## src/lpmr_pkg.sv

```systemverilog
package lpmr_pkg;

    localparam int RING_BYTES   = 4096;
    localparam int MAX_MESSAGE  = 64;
    localparam int HEADER_BYTES = 4;
    localparam int QUEUE_DEPTH  = 4;

    localparam int PTR_W  = $clog2(RING_BYTES);
    localparam int USED_W = $clog2(RING_BYTES + 1);
    localparam int LEN_W  = 7;
    localparam int BYTE_W = 8;
    localparam int OFF_W  = LEN_W + 1;
    localparam int SUM_W  = ((PTR_W > OFF_W) ? PTR_W : OFF_W) + 1;
    localparam int QPTR_W = $clog2(QUEUE_DEPTH);
    localparam int QCNT_W = $clog2(QUEUE_DEPTH + 1);

    typedef enum logic [1:0] {
        STATUS_OK       = 2'd0,
        STATUS_EMPTY    = 2'd1,
        STATUS_TOO_LONG = 2'd2,
        STATUS_FULL     = 2'd3
    } status_t;

    typedef enum logic [1:0] {
        OP_PUT_FIRST,
        OP_PUT_NEXT,
        OP_GET
    } op_t;

    typedef struct packed {
        logic              mode;
        logic [BYTE_W-1:0] data_byte;
        logic [LEN_W-1:0]  msg_len;
        logic              put_last;
        logic [LEN_W-1:0]  max_len;
    } req_item_t;

    typedef struct packed {
        status_t           status;
        logic [BYTE_W-1:0] out_byte;
        logic              byte_valid;
        logic [LEN_W-1:0]  stored_len;
        logic              last;
    } rsp_item_t;

    typedef struct packed {
        op_t               op;
        logic [BYTE_W-1:0] data_byte;
        logic [LEN_W-1:0]  len;
        logic              oversize;
        logic              put_last;
        logic [LEN_W-1:0]  max_len;
    } cmd_t;

    typedef struct packed {
        logic nonempty;
        logic full;
    } qstat_t;

    function automatic logic [PTR_W-1:0] ring_add(input logic [PTR_W-1:0] base,
                                                  input logic [OFF_W-1:0] off);
        logic [SUM_W-1:0] s;
        s = SUM_W'(base) + SUM_W'(off);
        if (s >= SUM_W'(RING_BYTES))
        begin
            s = s - SUM_W'(RING_BYTES);
        end
        return s[PTR_W-1:0];
    endfunction

endpackage

```

## src/lpmr_front.sv

```systemverilog
module lpmr_front (
    input  logic                clk,
    input  logic                rst_n,
    input  logic                req_valid,
    output logic                req_ready,
    input  lpmr_pkg::req_item_t req,
    input  lpmr_pkg::qstat_t    qstat,
    output logic                push,
    output lpmr_pkg::cmd_t      cmd
);
    import lpmr_pkg::*;

    logic             put_active_reg;
    logic             put_active_next;
    logic [LEN_W-1:0] put_len_reg;
    logic [LEN_W-1:0] put_len_next;
    logic [LEN_W-1:0] len_now;

    assign req_ready = !qstat.full;
    assign push      = req_valid && req_ready;

    // first put transaction of a message latches its length
    assign len_now = put_active_reg ? put_len_reg : req.msg_len;

    always_comb
    begin
        cmd.data_byte = req.data_byte;
        cmd.len       = len_now;
        cmd.oversize  = (len_now > LEN_W'(MAX_MESSAGE));
        cmd.put_last  = req.put_last;
        cmd.max_len   = req.max_len;
        if (req.mode)
        begin
            cmd.op = OP_GET;
        end
        else if (put_active_reg)
        begin
            cmd.op = OP_PUT_NEXT;
        end
        else
        begin
            cmd.op = OP_PUT_FIRST;
        end
    end

    always_comb
    begin
        put_active_next = put_active_reg;
        put_len_next    = put_len_reg;
        if (push && !req.mode)
        begin
            put_active_next = !req.put_last;
            put_len_next    = len_now;
        end
    end

    always_ff @(posedge clk or negedge rst_n)
    begin
        if (!rst_n)
        begin
            put_active_reg <= 1'b0;
            put_len_reg    <= '0;
        end
        else
        begin
            put_active_reg <= put_active_next;
            put_len_reg    <= put_len_next;
        end
    end

endmodule

```

## config.mk

```make
export PLATFORM = sky130hd
export DESIGN_NAME = lpmr_front
export DESIGN_NICKNAME = d
export VERILOG_FILES = /design/src/lpmr_pkg.sv /design/src/lpmr_front.sv
export SDC_FILE = /design/constraint.sdc
export NUM_CORES = 1
export LEC_CHECK = 0
export BUFFER_PORTS_ARGS = -buffer_cell sky130_fd_sc_hd__buf_2
export CAP_MARGIN = 20
export CORE_MARGIN = 2
export CORE_UTILIZATION = 31
export DETAILED_ROUTE_END_ITERATION = 8
export GPL_ROUTABILITY_DRIVEN = 0
export PLACE_DENSITY = 0.78
export SLEW_MARGIN = 10
export SYNTH_ARGS = -nofsm -noshare
export SYNTH_HDL_FRONTEND = slang
export SYNTH_SLANG_ARGS = --single-unit
```

## constraint.sdc

```tcl
create_clock -name clk -period 1.4 [get_ports clk]
set_input_delay 0.21 -clock clk [delete_from_list [all_inputs] [get_ports clk]]
set_output_delay 0.21 -clock clk [all_outputs]
set_load 0.01 [all_outputs]
```

# Yosys cells after proc, flatten, opt, wreduce, memory -nomap -nowiden
# Index checks and enable logic that the tools add are counted.
classes:
  n_lt_le_gt_ge: 1
  muxes: 3
  n_reduce_logical: 5
op_table:
  columns: ["op", "n"]
  rows:
  - ["greater-than comparator 7 bit (second input constant)", 1]
  - ["two-way mux 7 bit", 1]
  - ["zero test 1 bit", 3]
  - ["logical AND 1 bit", 2]
  - ["two-way mux 2 bit", 1]
  - ["two-way mux 1 bit", 1]
totals:
  register_bits: 8
  inputBits: 29
  out_inout_bits: 28
  elab_cells: 11

# Longest topological paths before layout
depth:
  word_depth: 3
  ltp_mapped: 4
  depth_no_buf: 3

# Least setup slack after synthesis
# Ideal clock, no wire load.
synth_path:
  kind: "reg2out"
  startpoint: "register put_active_reg"
  endpoint: "output cmd[8] (netlist bit)"
  arrival_ps: 1197
  required_time_ps: 1190
  path_slack_ps: -7
  stages_incl_launch_ff: 5
  path_buffers: 1
  cell_sequence: "dfrtp_1 buf_6 mux2_4 nor4_2 a21oi_1"
synth_rtl:
  columns: ["item", "line", "rtl"]
  rows:
  - ["from (decl)", "lpmr_front.sv:13", "logic put_active_reg;"]
  - ["from (signal assigned)", "lpmr_front.sv:66", "put_active_reg <= put_active_next;"]
  - ["to (decl)", "lpmr_front.sv:9", "output lpmr_pkg::cmd_t cmd"]

==> summary.md <==
| Metric | Value |
|---|---|
| Highest fanout seen on the critical path | `5` |
| Clock network fraction of total power | `13.7%` |
| Most common cell after layout, fill and taps aside | `sky130_fd_sc_hd__buf_2` |
| H-tree Lvls | `1` |
| Final #Nets | `102` |
| Sw Ratio | `32.45%` |
| Number of filler instances in the final layout | `181` |
| Commonest cells after routing, fill and taps aside | `sky130_fd_sc_hd__buf_2 (21), sky130_fd_sc_hd__mux2_2 (8), sky130_fd_sc_hd__buf_6 (8), sky130_fd_sc_hd__dfrtp_1 (7)` |
| Hold Fails Final Rpt | `0` |
| Via count of the first global-routing pass | `392` |
| Floorplan die area | `2239 µm²` |
| Synthesized instance count | `52` |
| Data arrival time of the critical path | `1.56 ns` |
| Worst clock skew on the final layout | `0.001019 ns` |
| Period Utilization, post-route | `126.2%` |
| WP data required | `1.19 ns` |
| Iteration-0 DRC Markers | `3` |
| Area overhead of the layout relative to synthesis | `31.61%` |
| Final routed wirelength across all metal layers | `1174 µm` |
| Final setup violation count | `10` |
| Diodes inserted | `0` |
| Sequential share of power | `30.9%` |
| TritonCTS Buffers | `3` |
| Power density relative to cell area | `1691 nW/µm²` |
| Number of clock sinks | `8` |
| Pre-CTS WS | `-0.1732 ns` |
| Yosys warning count | `0` |
| Cell types with the largest area share after synthesis | `sky130_fd_sc_hd__dfrtp_1 (34%), sky130_fd_sc_hd__buf_4 (22%), sky130_fd_sc_hd__mux2_2 (19%)` |
| Largest stage delay on the critical path | `0.46 ns` |
| Global-route congestion overflow total | `0` |
| Unrepaired setup endpoints after global routing | `yes` |
| Max-cap check violation count | `0` |
| Total of flip-flops plus latches after synthesis | `8` |
| Switching pwr | `0.0004201 W` |
| Setup TNS | `-1.375 ns` |
| Per-cell routed wire length | `12.23 µm` |
| Die width | `47.32 µm` |
| Synth top area share | `34.41%` |
| Top achievable clock speed | `0.5660 GHz` |
| Maximum count of clock buffers along a single path | `2` |
| Comb power frac | `55.4%` |
| CP Launch Type | `register` |
| Distinct cells, synth | `14` |
| Internal power of the cells | `0.0008746 W` |
| DRT antenna net count | `0` |
| Routed vias | `417` |
| Avg Cell Area, Syn | `11.19 µm²` |
| Critical Path End Type | `output port` |
| Fraction of final layout cells sized beyond drive strength 1 | `74.65%` |
| Top cell type by total area after synthesis | `sky130_fd_sc_hd__dfrtp_1` |
| Total leakage power | `0.3697 nW` |
| Clock transition at path regs | `0.05 ns` |
| Peak supply drop | `0.6580 mV` |
| Transition time of the tightest slew-check pin | `0.2866 ns` |
| Area of the core | `1745 µm²` |
| Antenna violations before repair | `0` |
| Global routing usage summed across all routing layers | `10.95%` |
| Clock latency reported for the late side of the worst-skew pair | `0.25 ns` |
| Slowest stage cell, crit path | `sky130_fd_sc_hd__dfrtp_2` |
| Post-detailed-route DRC marker count | `0` |
| Normalized max-slew margin | `80.83%` |
| First-pass GRT wire length | `1593 µm` |
| Run status | `finished, violations left` |
| Number of port buffers | `25` |
| Number of flip-flops under the largest register name | `7` |
| Critical Path, Cell by Cell | `mux2_4 > nor4_4 > a21oi_2 > buf_2` |
| DR vias/cell | `4.344` |
| Synthesized netlist net count | `81` |
| Effective utilization at floorplan | `33.33%` |
| Minimum period implied by the final worst setup slack | `1.767 ns` |
| I/O pins | `57` |
| Violated checks | `setup timing` |
| Clock tree from TritonCTS | `yes` |
| Largest net degree at the start of global routing | `11` |
| Setup slack of the critical path after layout | `-0.3668 ns` |
| Hold_ws | `0.1350 ns` |
| Root cell of the clock tree | `sky130_fd_sc_hd__clkbuf_4` |
| Die span in y | `47.32 µm` |
| Slew Viols, Final | `0` |
| Fraction of the yosys area taken by sequential cells | `34.41%` |
| Number of rows in the core area | `15` |
| Final HPWL DP | `860.6 µm` |
| Detailed-routing iteration count for the pre-antenna-repair pass | `4` |
| Kind of path behind the tightest hold check | `in2reg` |
| Syn Std Cell Area | `581.8 µm²` |
| Type of the worst setup path | `reg2out` |
[final cells by class]
type	count	area, µm²	area share, %
multi-input cells	24	267.8	34.97
well taps	25	31.28	4.085
flip-flops and latches	8	201.4	26.31
repair buffers	34	235.2	30.72
clock buffers	3	22.52	2.941
inverters	2	7.507	0.9804
[synth_stat cells]
library cell	number
sky130_fd_sc_hd__buf_4	17
sky130_fd_sc_hd__mux2_2	10
sky130_fd_sc_hd__buf_6	1
sky130_fd_sc_hd__dfrtp_1	8
sky130_fd_sc_hd__mux2i_1	1
sky130_fd_sc_hd__nor3b_4	1
sky130_fd_sc_hd__nor2_1	2
sky130_fd_sc_hd__inv_1	2
sky130_fd_sc_hd__mux2_4	2
sky130_fd_sc_hd__nor2b_1	2
sky130_fd_sc_hd__nor4_2	1
sky130_fd_sc_hd__o32ai_1	1
sky130_fd_sc_hd__a21oi_1	3
sky130_fd_sc_hd__or2b_1	1
[power by group through the flow]
stage	Clock, W	Sequential [W]	Combinational, W
2_1_floorplan	0	0.000373	0.000417
3_3_place_gp	0	0.000387	0.000559
3_5_place_dp	0	0.000395	0.000570
4_1_cts	0.000189	0.000398	0.000720
5_1_grt	0.000197	0.000410	0.000773
6_report	0.000177	0.000400	0.000718
[routing by layer]
metal  part of all wire (%)  wire (µm)  global-route usage [%]  up-vias
met3                     11        125                   5.769        4
met2                     49        570                   19.73       26
met5                      0          0                       0        -
met4                   0.77          9                   5.000        0
met1                     40        468                   10.05      191
li1                       -          -                       -      196
[worst paths after layout]
path	startpoint	end	slack (ns)	cells after the start
worst max-delay path	put_active_reg	cmd[8]	-0.37	4
worst min-delay path	req[7]	put_active_reg	0.14	2
worst max register to register	put_active_reg	put_len_reg[2]	-0.03	4
worst min register to register	put_len_reg[1]	put_len_reg[1]	0.51	1
max in group asynchronous	rst_n	put_active_reg	0.88	2
min in group asynchronous	rst_n	put_len_reg[4]	0.33	2
[critical path, delay by kind of cell (launching register included)]
family                 cells  cell delay, ns
flip-flops                 1            0.46
AND/OR/NAND/NOR            1            0.30
buffers and inverters      1            0.14
AO/OA/AOI/OAI              1            0.07
multiplexers               1            0.34
[repair_timing]
item                                    4_1_cts  5_1_grt
pin swaps                                     0        0
endpoints found under the hold margin         8        0
resized for setup                            13        1
setup buffers                                 2        1
endpoints found under the setup margin        9       11
hold buffers                                  1        0
[cells by family after synthesis]
kind of cell,Yosys count,share of synthesized area (%)
AOI/OAI and AO/OA,4,4.086
buffers and inverters,20,25.16
DFF,8,34.41
muxes,13,26.24
and+or+nand+nor,7,10.11
[per-stage QoR]
step / instances / util, % / power (W) / cell area, µm²
final: 96 / 43.87 / 0.001295 / 765.7
after global placement: 90 / 37.63 / 0.0009461 / 656.9
after CTS: 96 / 43.87 / 0.001308 / 765.7
after global routing: 96 / 43.87 / 0.001379 / 765.7
after floorplan: 52 / - / 0.0007903 / 594.3
after detailed placement: 90 / 37.63 / 0.0009652 / 656.9
Power figures use the tool's default switching activity.
