$ cat src/lpmr_pkg.sv
package lpmr_pkg;

    localparam int RING_BYTES   = 4096;
    localparam int MAX_MESSAGE  = 64;
    localparam int HEADER_BYTES = 4;
    localparam int QUEUE_DEPTH  = 4;

    localparam int PTR_W  = $clog2(RING_BYTES);
    localparam int USED_W = $clog2(RING_BYTES + 1);
    localparam int LEN_W  = 7;
    localparam int BYTE_W = 8;
    localparam int OFF_W  = LEN_W + 1;
    localparam int SUM_W  = ((PTR_W > OFF_W) ? PTR_W : OFF_W) + 1;
    localparam int QPTR_W = $clog2(QUEUE_DEPTH);
    localparam int QCNT_W = $clog2(QUEUE_DEPTH + 1);

    typedef enum logic [1:0] {
        STATUS_OK       = 2'd0,
        STATUS_EMPTY    = 2'd1,
        STATUS_TOO_LONG = 2'd2,
        STATUS_FULL     = 2'd3
    } status_t;

    typedef enum logic [1:0] {
        OP_PUT_FIRST,
        OP_PUT_NEXT,
        OP_GET
    } op_t;

    typedef struct packed {
        logic              mode;
        logic [BYTE_W-1:0] data_byte;
        logic [LEN_W-1:0]  msg_len;
        logic              put_last;
        logic [LEN_W-1:0]  max_len;
    } req_item_t;

    typedef struct packed {
        status_t           status;
        logic [BYTE_W-1:0] out_byte;
        logic              byte_valid;
        logic [LEN_W-1:0]  stored_len;
        logic              last;
    } rsp_item_t;

    typedef struct packed {
        op_t               op;
        logic [BYTE_W-1:0] data_byte;
        logic [LEN_W-1:0]  len;
        logic              oversize;
        logic              put_last;
        logic [LEN_W-1:0]  max_len;
    } cmd_t;

    typedef struct packed {
        logic nonempty;
        logic full;
    } qstat_t;

    function automatic logic [PTR_W-1:0] ring_add(input logic [PTR_W-1:0] base,
                                                  input logic [OFF_W-1:0] off);
        logic [SUM_W-1:0] s;
        s = SUM_W'(base) + SUM_W'(off);
        if (s >= SUM_W'(RING_BYTES))
        begin
            s = s - SUM_W'(RING_BYTES);
        end
        return s[PTR_W-1:0];
    endfunction

endpackage

$ cat src/lpmr_queue.sv
module lpmr_queue (
    input  logic             clk,
    input  logic             rst_n,
    input  logic             push,
    input  lpmr_pkg::cmd_t   push_cmd,
    input  logic             pop,
    output lpmr_pkg::cmd_t   head,
    output lpmr_pkg::qstat_t qstat
);
    import lpmr_pkg::*;

    cmd_t              entry_reg [QUEUE_DEPTH];
    logic [QPTR_W-1:0] wr_ptr_reg;
    logic [QPTR_W-1:0] wr_ptr_next;
    logic [QPTR_W-1:0] rd_ptr_reg;
    logic [QPTR_W-1:0] rd_ptr_next;
    logic [QCNT_W-1:0] count_reg;
    logic [QCNT_W-1:0] count_next;
    logic              do_push;
    logic              do_pop;

    assign qstat.nonempty = (count_reg != '0);
    assign qstat.full     = (count_reg == QCNT_W'(QUEUE_DEPTH));
    assign head           = entry_reg[rd_ptr_reg];
    assign do_push        = push && !qstat.full;
    assign do_pop         = pop && qstat.nonempty;

    always_comb
    begin
        wr_ptr_next = wr_ptr_reg;
        rd_ptr_next = rd_ptr_reg;
        count_next  = count_reg;
        if (do_push)
        begin
            wr_ptr_next = (wr_ptr_reg == QPTR_W'(QUEUE_DEPTH - 1)) ? '0 : wr_ptr_reg + 1'b1;
        end
        if (do_pop)
        begin
            rd_ptr_next = (rd_ptr_reg == QPTR_W'(QUEUE_DEPTH - 1)) ? '0 : rd_ptr_reg + 1'b1;
        end
        if (do_push && !do_pop)
        begin
            count_next = count_reg + 1'b1;
        end
        else if (!do_push && do_pop)
        begin
            count_next = count_reg - 1'b1;
        end
    end

    always_ff @(posedge clk)
    begin
        if (do_push)
        begin
            entry_reg[wr_ptr_reg] <= push_cmd;
        end
    end

    always_ff @(posedge clk or negedge rst_n)
    begin
        if (!rst_n)
        begin
            wr_ptr_reg <= '0;
            rd_ptr_reg <= '0;
            count_reg  <= '0;
        end
        else
        begin
            wr_ptr_reg <= wr_ptr_next;
            rd_ptr_reg <= rd_ptr_next;
            count_reg  <= count_next;
        end
    end

endmodule

$ cat config.mk
export PLATFORM = sky130hd
export DESIGN_NAME = lpmr_queue
export DESIGN_NICKNAME = d
export VERILOG_FILES = /design/src/lpmr_pkg.sv /design/src/lpmr_queue.sv
export SDC_FILE = /design/constraint.sdc
export NUM_CORES = 1
export LEC_CHECK = 0
export ABC_AREA = 1
export BUFFER_PORTS_ARGS = -buffer_cell sky130_fd_sc_hd__buf_4
export CAP_MARGIN = 15
export CELL_PAD_IN_SITES_DETAIL_PLACEMENT = 1
export CELL_PAD_IN_SITES_GLOBAL_PLACEMENT = 1
export CORE_AREA = 4 4 103 105
export CTS_BUF_LIST = sky130_fd_sc_hd__clkbuf_4
export DETAILED_ROUTE_END_ITERATION = 12
export DIE_AREA = 0 0 107 109
export GPL_TIMING_DRIVEN = 0
export PLACE_DENSITY_LB_ADDON = 0.1
export SLEW_MARGIN = 20
export SYNTH_ARGS = -nofsm -noshare
export SYNTH_HDL_FRONTEND = slang
export SYNTH_SLANG_ARGS = --single-unit
$ cat constraint.sdc
create_clock -name clk -period 2.5 [get_ports clk]
set_clock_uncertainty 0.05 [all_clocks]
set_input_delay 0.75 -clock clk [delete_from_list [all_inputs] [get_ports clk]]
set_output_delay 0.75 -clock clk [all_outputs]
set_load 0.02 [all_outputs]
=== After elaboration in Yosys (flattened, before gate mapping) ===
Memories as Yosys holds them, arrays and structs flattened.
Cells that the tools add are included.

* Register bits: 7
* Bits in writable memories: 104
* Input port bits: 30
* Output and inout port bits: 28
* Logic and storage cells: 26
* Memories: 1

* $add $sub $neg: 4
* Equality and inequality tests: 3
* Multiplexer cells: 6
* Reductions and logical operators: 9

{| class="wikitable"
|+ Memory list
! name !! words !! bits a word !! rd ports !! clocked after memory_dff !! wr ports !! RTL line !! source
|-
| entry_reg || 4 || 26 || 1 || 0 || 1 || lpmr_queue.sv:12 || <nowiki>cmd_t entry_reg [QUEUE_DEPTH];</nowiki>
|}

{| class="wikitable"
|+ Operator list
! cell !! number
|-
| $mux W3 || 2
|-
| $add A2 B1 Y2 const B || 2
|-
| $eq A2 B2 Y1 const B || 2
|-
| $logic_and A1 B1 Y1 || 4
|-
| $mux W2 || 2
|-
| $add A3 B1 Y3 const B || 1
|-
| $eq A3 B3 Y1 const B || 1
|-
| $logic_not A1 Y1 || 3
|-
| $reduce_bool A3 Y1 || 1
|-
| $sub A3 B1 Y3 const B || 1
|-
| $mux W1 || 2
|-
| $reduce_bool A2 Y1 || 1
|}

=== Logic depth before layout (Yosys ltp) ===
* Depth in word-level cells: 7
* Gate-level depth with buffers: 12

=== Worst setup path after synthesis ===
OpenSTA, ideal clock, no wires.

* Path type: input -> register
* Start point: input push
* End point: memory entry_reg[0][0] in the netlist's numbering (enable)
* Arrival: 2.002 ns
* Data required time: 2.041 ns
* Setup slack: 0.039 ns
* Stages on the path: 2
* Path buffers: 0
* Cells stage by stage: nand2_1 -> nor2_1

* Longest elaborated chain between the ends: 3

{| class="wikitable"
|+ RTL lines
! item !! RTL line !! source
|-
| start: declaration || lpmr_queue.sv:4 || <nowiki>input logic push,</nowiki>
|-
| $logic_and A1 B1 Y1 || lpmr_queue.sv:25 || <nowiki>assign do_push = push && !qstat.full;</nowiki>
|-
| $mux W1 || lpmr_queue.sv:53 || <nowiki>if (do_push)</nowiki>
|-
| $mux W1 (not written as such) || lpmr_queue.sv:55 || <nowiki>entry_reg[wr_ptr_reg] <= push_cmd;</nowiki>
|-
| end: declaration || lpmr_queue.sv:12 ||
|}

Every way passes these cells.

==> impl_metrics.ini <==
[detailed_routing]
ant_nets = 0
viasPerCell = 5.04
vias = 2906
drc_errors = 0
wl_per_cell_um = 17.8
drtIter0Drc = 124
firstDrtPassIters = 5
wl_mm = 10.3

[synth]
synth_top_cell_area_share_pct = 66.5
ys_top_cells_by_area = edfxtp_1 (66%), nand2_1 (7.4%), o211ai_2 (5.3%)
ys_ff_latch = 111
synth_common_cells = edfxtp_1 (104), nand2_1 (93), inv_1 (66)
yosys.area.top_type = edfxtp_1
synthAdderAreaFrac_pct = 2.02
synth_compound_area_share_pct = 10.5
async_flop_share_pct = 6.31
ys.flop_type = edfxtp_1
synthMuxAreaShare_pct = 0
ys_seq_area_share_pct = 70.2
synthSimpleGateAreaFrac_pct = 8.79
syn_inst = 363
synth_cell_types = 17
yosysWarnings = 0
synth.most_common_cell = edfxtp_1
synth-xor-area-share_pct = 0.186
synth_edf_count = 104
avgSynthCellArea_um2 = 12.9
synth_fp_nets = 400
synth_top_family_by_area = compound AO/OA/AOI/OAI gates
synth_area_um2 = 4700

[min_path]
hold_path_class = input pin to asynchronous set/reset pin

[power]
power.density_nw_per_um2 = 1220
power_leakage_nw = 2.40
swShare_pct = 38.1
pwr-share-clk_pct = 13.6
p_switching_w = 0.00272
combPwrFrac_pct = 50.3
pwr-share-seq_pct = 36.1
intPower_w = 0.00443
vdd_drop_max_mv = 0.548

[cells_and_area]
layout-drive-gt1-share_pct = 30.2
area.growth.synth_to_final_pct = 24.2
nNetsFinal = 476
antenna_cells = 0
largest_reg_flops = 104
post-route-util_pct = 60.6

[sta]
max_slew_margin_pct = 66.1
rsz0062_at_grt = true
finalSetupViolCount = 0
hold_viol = 0
worst_pin_slew_ns = 0.508
slew_violations = 0
max_freq_ghz = 0.404
hold-worst-slack_ns = 0.0433
fin_crit_ns = 2.47
fin_tns_setup_ns = 0
post-route-period-util_pct = 98.9

[grt]
grt_max_degree = 21
grt-ovfl-total = 0
grt_pass1_wl_mm = 16.1
grt_pass1_vias = 3123
grt_usage_pct = 18.6
antenna_found_initial = 0

[clock_tree]
cts.sinks = 111
path_clk_slew_ns = 0.14
tritoncts = done
cts_buffers = 9
h-tree-depth = 3
insertion_delay_ns = 0.44
hold_buffers = 0
clk_path_buf_depth = 2
cts_root_buffer = clkbuf_4

[critical_path]
crit_type = register to primary output
cp_cell_sequence = buf_6 -> buf_12 -> buf_12 -> o211ai_2 -> nand2_1 -> buf_6
crit_fanout = 10
arrival_ns = 1.67
reg2reg_depth = 9
worstReg2RegStart = count_reg[0]$_DFFE_PN0P_
crit_path_end_kind = primary output
path_buf_inv = 4
start_kind = register
cp_data_required_time_ns = 1.70
crit_slowest_cell = dfrtp_1
max_stage_delay_ns = 0.42
r2r_setup_slack_ns = 0.25
r2r-end = count_reg[1]$_DFFE_PN0P_
crit_family = buffers and inverters

[placed_design]
dp_hpwl_mm = 6.90
routabilityCongestion = 0.744
placement.io_buffers = 57

[die]
fp.dieH_um = 109
die_width_um = 107
ioPinCount = 58
row_count = 36
coreArea_um2 = 9640
die_area_um2 = 11700
initial_core_util_pct = 48.8

[outcome]
outcome = finished, final reports clean

[flow_run]
max-cap-violations = 0
layout make-up:
| cell class | count | area [um2] |
|---|---|---|
| Buffer | 17 | 215 |
| Clock buffer | 10 | 75.1 |
| Clock inverter | 6 | 82.6 |
| Fill cell | 966 | 3800 |
| Inverter | 67 | 259 |
| Multi-Input combinational cell | 168 | 1070 |
| Sequential cell | 111 | 3300 |
| Tap cell | 133 | 166 |
| Timing Repair Buffer | 65 | 669 |
power groups by stage:
stage	Sequential [W]	Clock [W]	Combinational, W
finish	0.00258	0.000974	0.00360
global route	0.00262	0.00108	0.00389
CTS	0.00258	0.000988	0.00335
detailed placement	0.00263	0	0.00315
global placement	0.00263	0	0.00291
floorplan	0.00260	0	0.00188
per-stage QoR:
step,area [um2],total power [W],std cells,worst slack (ns)
2_1_floorplan,4700,0.00448,363,0.0390
3_3_place_gp,5290,0.00554,553,-1.04
3_5_place_dp,5430,0.00578,557,0.111
4_1_cts,5670,0.00693,574,-0.00640
5_1_grt,5840,0.00759,577,-0.0592
6_report,5840,0.00715,577,0.0265
placed cells by master (no fill, tap or decap), drive strengths merged:
| cell | n |
|---|---|
| edfxtp | 104 |
| nand2 | 93 |
| buf | 77 |
| inv | 68 |
| o211ai | 52 |
| clkbuf | 15 |
| nand3 | 7 |
| dfrtp | 7 |
| ha | 6 |
| nor2 | 6 |
| clkinv | 3 |
| bufinv | 2 |
| o21ai | 1 |
| xnor2 | 1 |
| nand4 | 1 |
| fa | 1 |
routing by layer:
layer | GRT usage, % | vias to the layer above | share of wire, %
met5 | 0 | - | 0
met4 | 6.58 | 0 | 1.5
met3 | 2.55 | 12 | 3.4
met2 | 33.9 | 52 | 53
met1 | 22.7 | 1452 | 42
li1 | - | 1390 | -
worst max path at each step:
stage / start / endpoint / slack [ns] / cells past startpoint
4_1_cts: rd_ptr_reg[0]$_DFFE_PN0P_ / head[13] / -0.006 / 6
6_report: rd_ptr_reg[0]$_DFFE_PN0P_ / head[0] / 0.03 / 6
3_5_place_dp: push / count_reg[1]$_DFFE_PN0P_ / 0.11 / 8
2_1_floorplan: push / entry_reg[0][0]$_DFFE_PP_ / 0.04 / 2
3_3_place_gp: push / entry_reg[3][22]$_DFFE_PP_ / -1.04 / 3
5_1_grt: rd_ptr_reg[0]$_DFFE_PN0P_ / head[23] / -0.06 / 6
timing repair:
item / 4_1_cts / 5_1_grt
buffers inserted: 1 / 2
endpoints found under the hold margin: 0 / 0
endpoints found under the setup margin: 23 / 26
pin swaps: 3 / 16
cloned: 0 / 1
gates resized for setup: 22 / 35
cell families after synthesis:
group                    Yosys count
AO/OA/AOI/OAI                     53
buffers and inverters             84
AND/OR/NAND/NOR                  107
flip-flops                       111
XOR/XNOR                           1
adder cells (fa/ha/maj)            7
No activity file was read; power rests on OpenSTA's default activity.
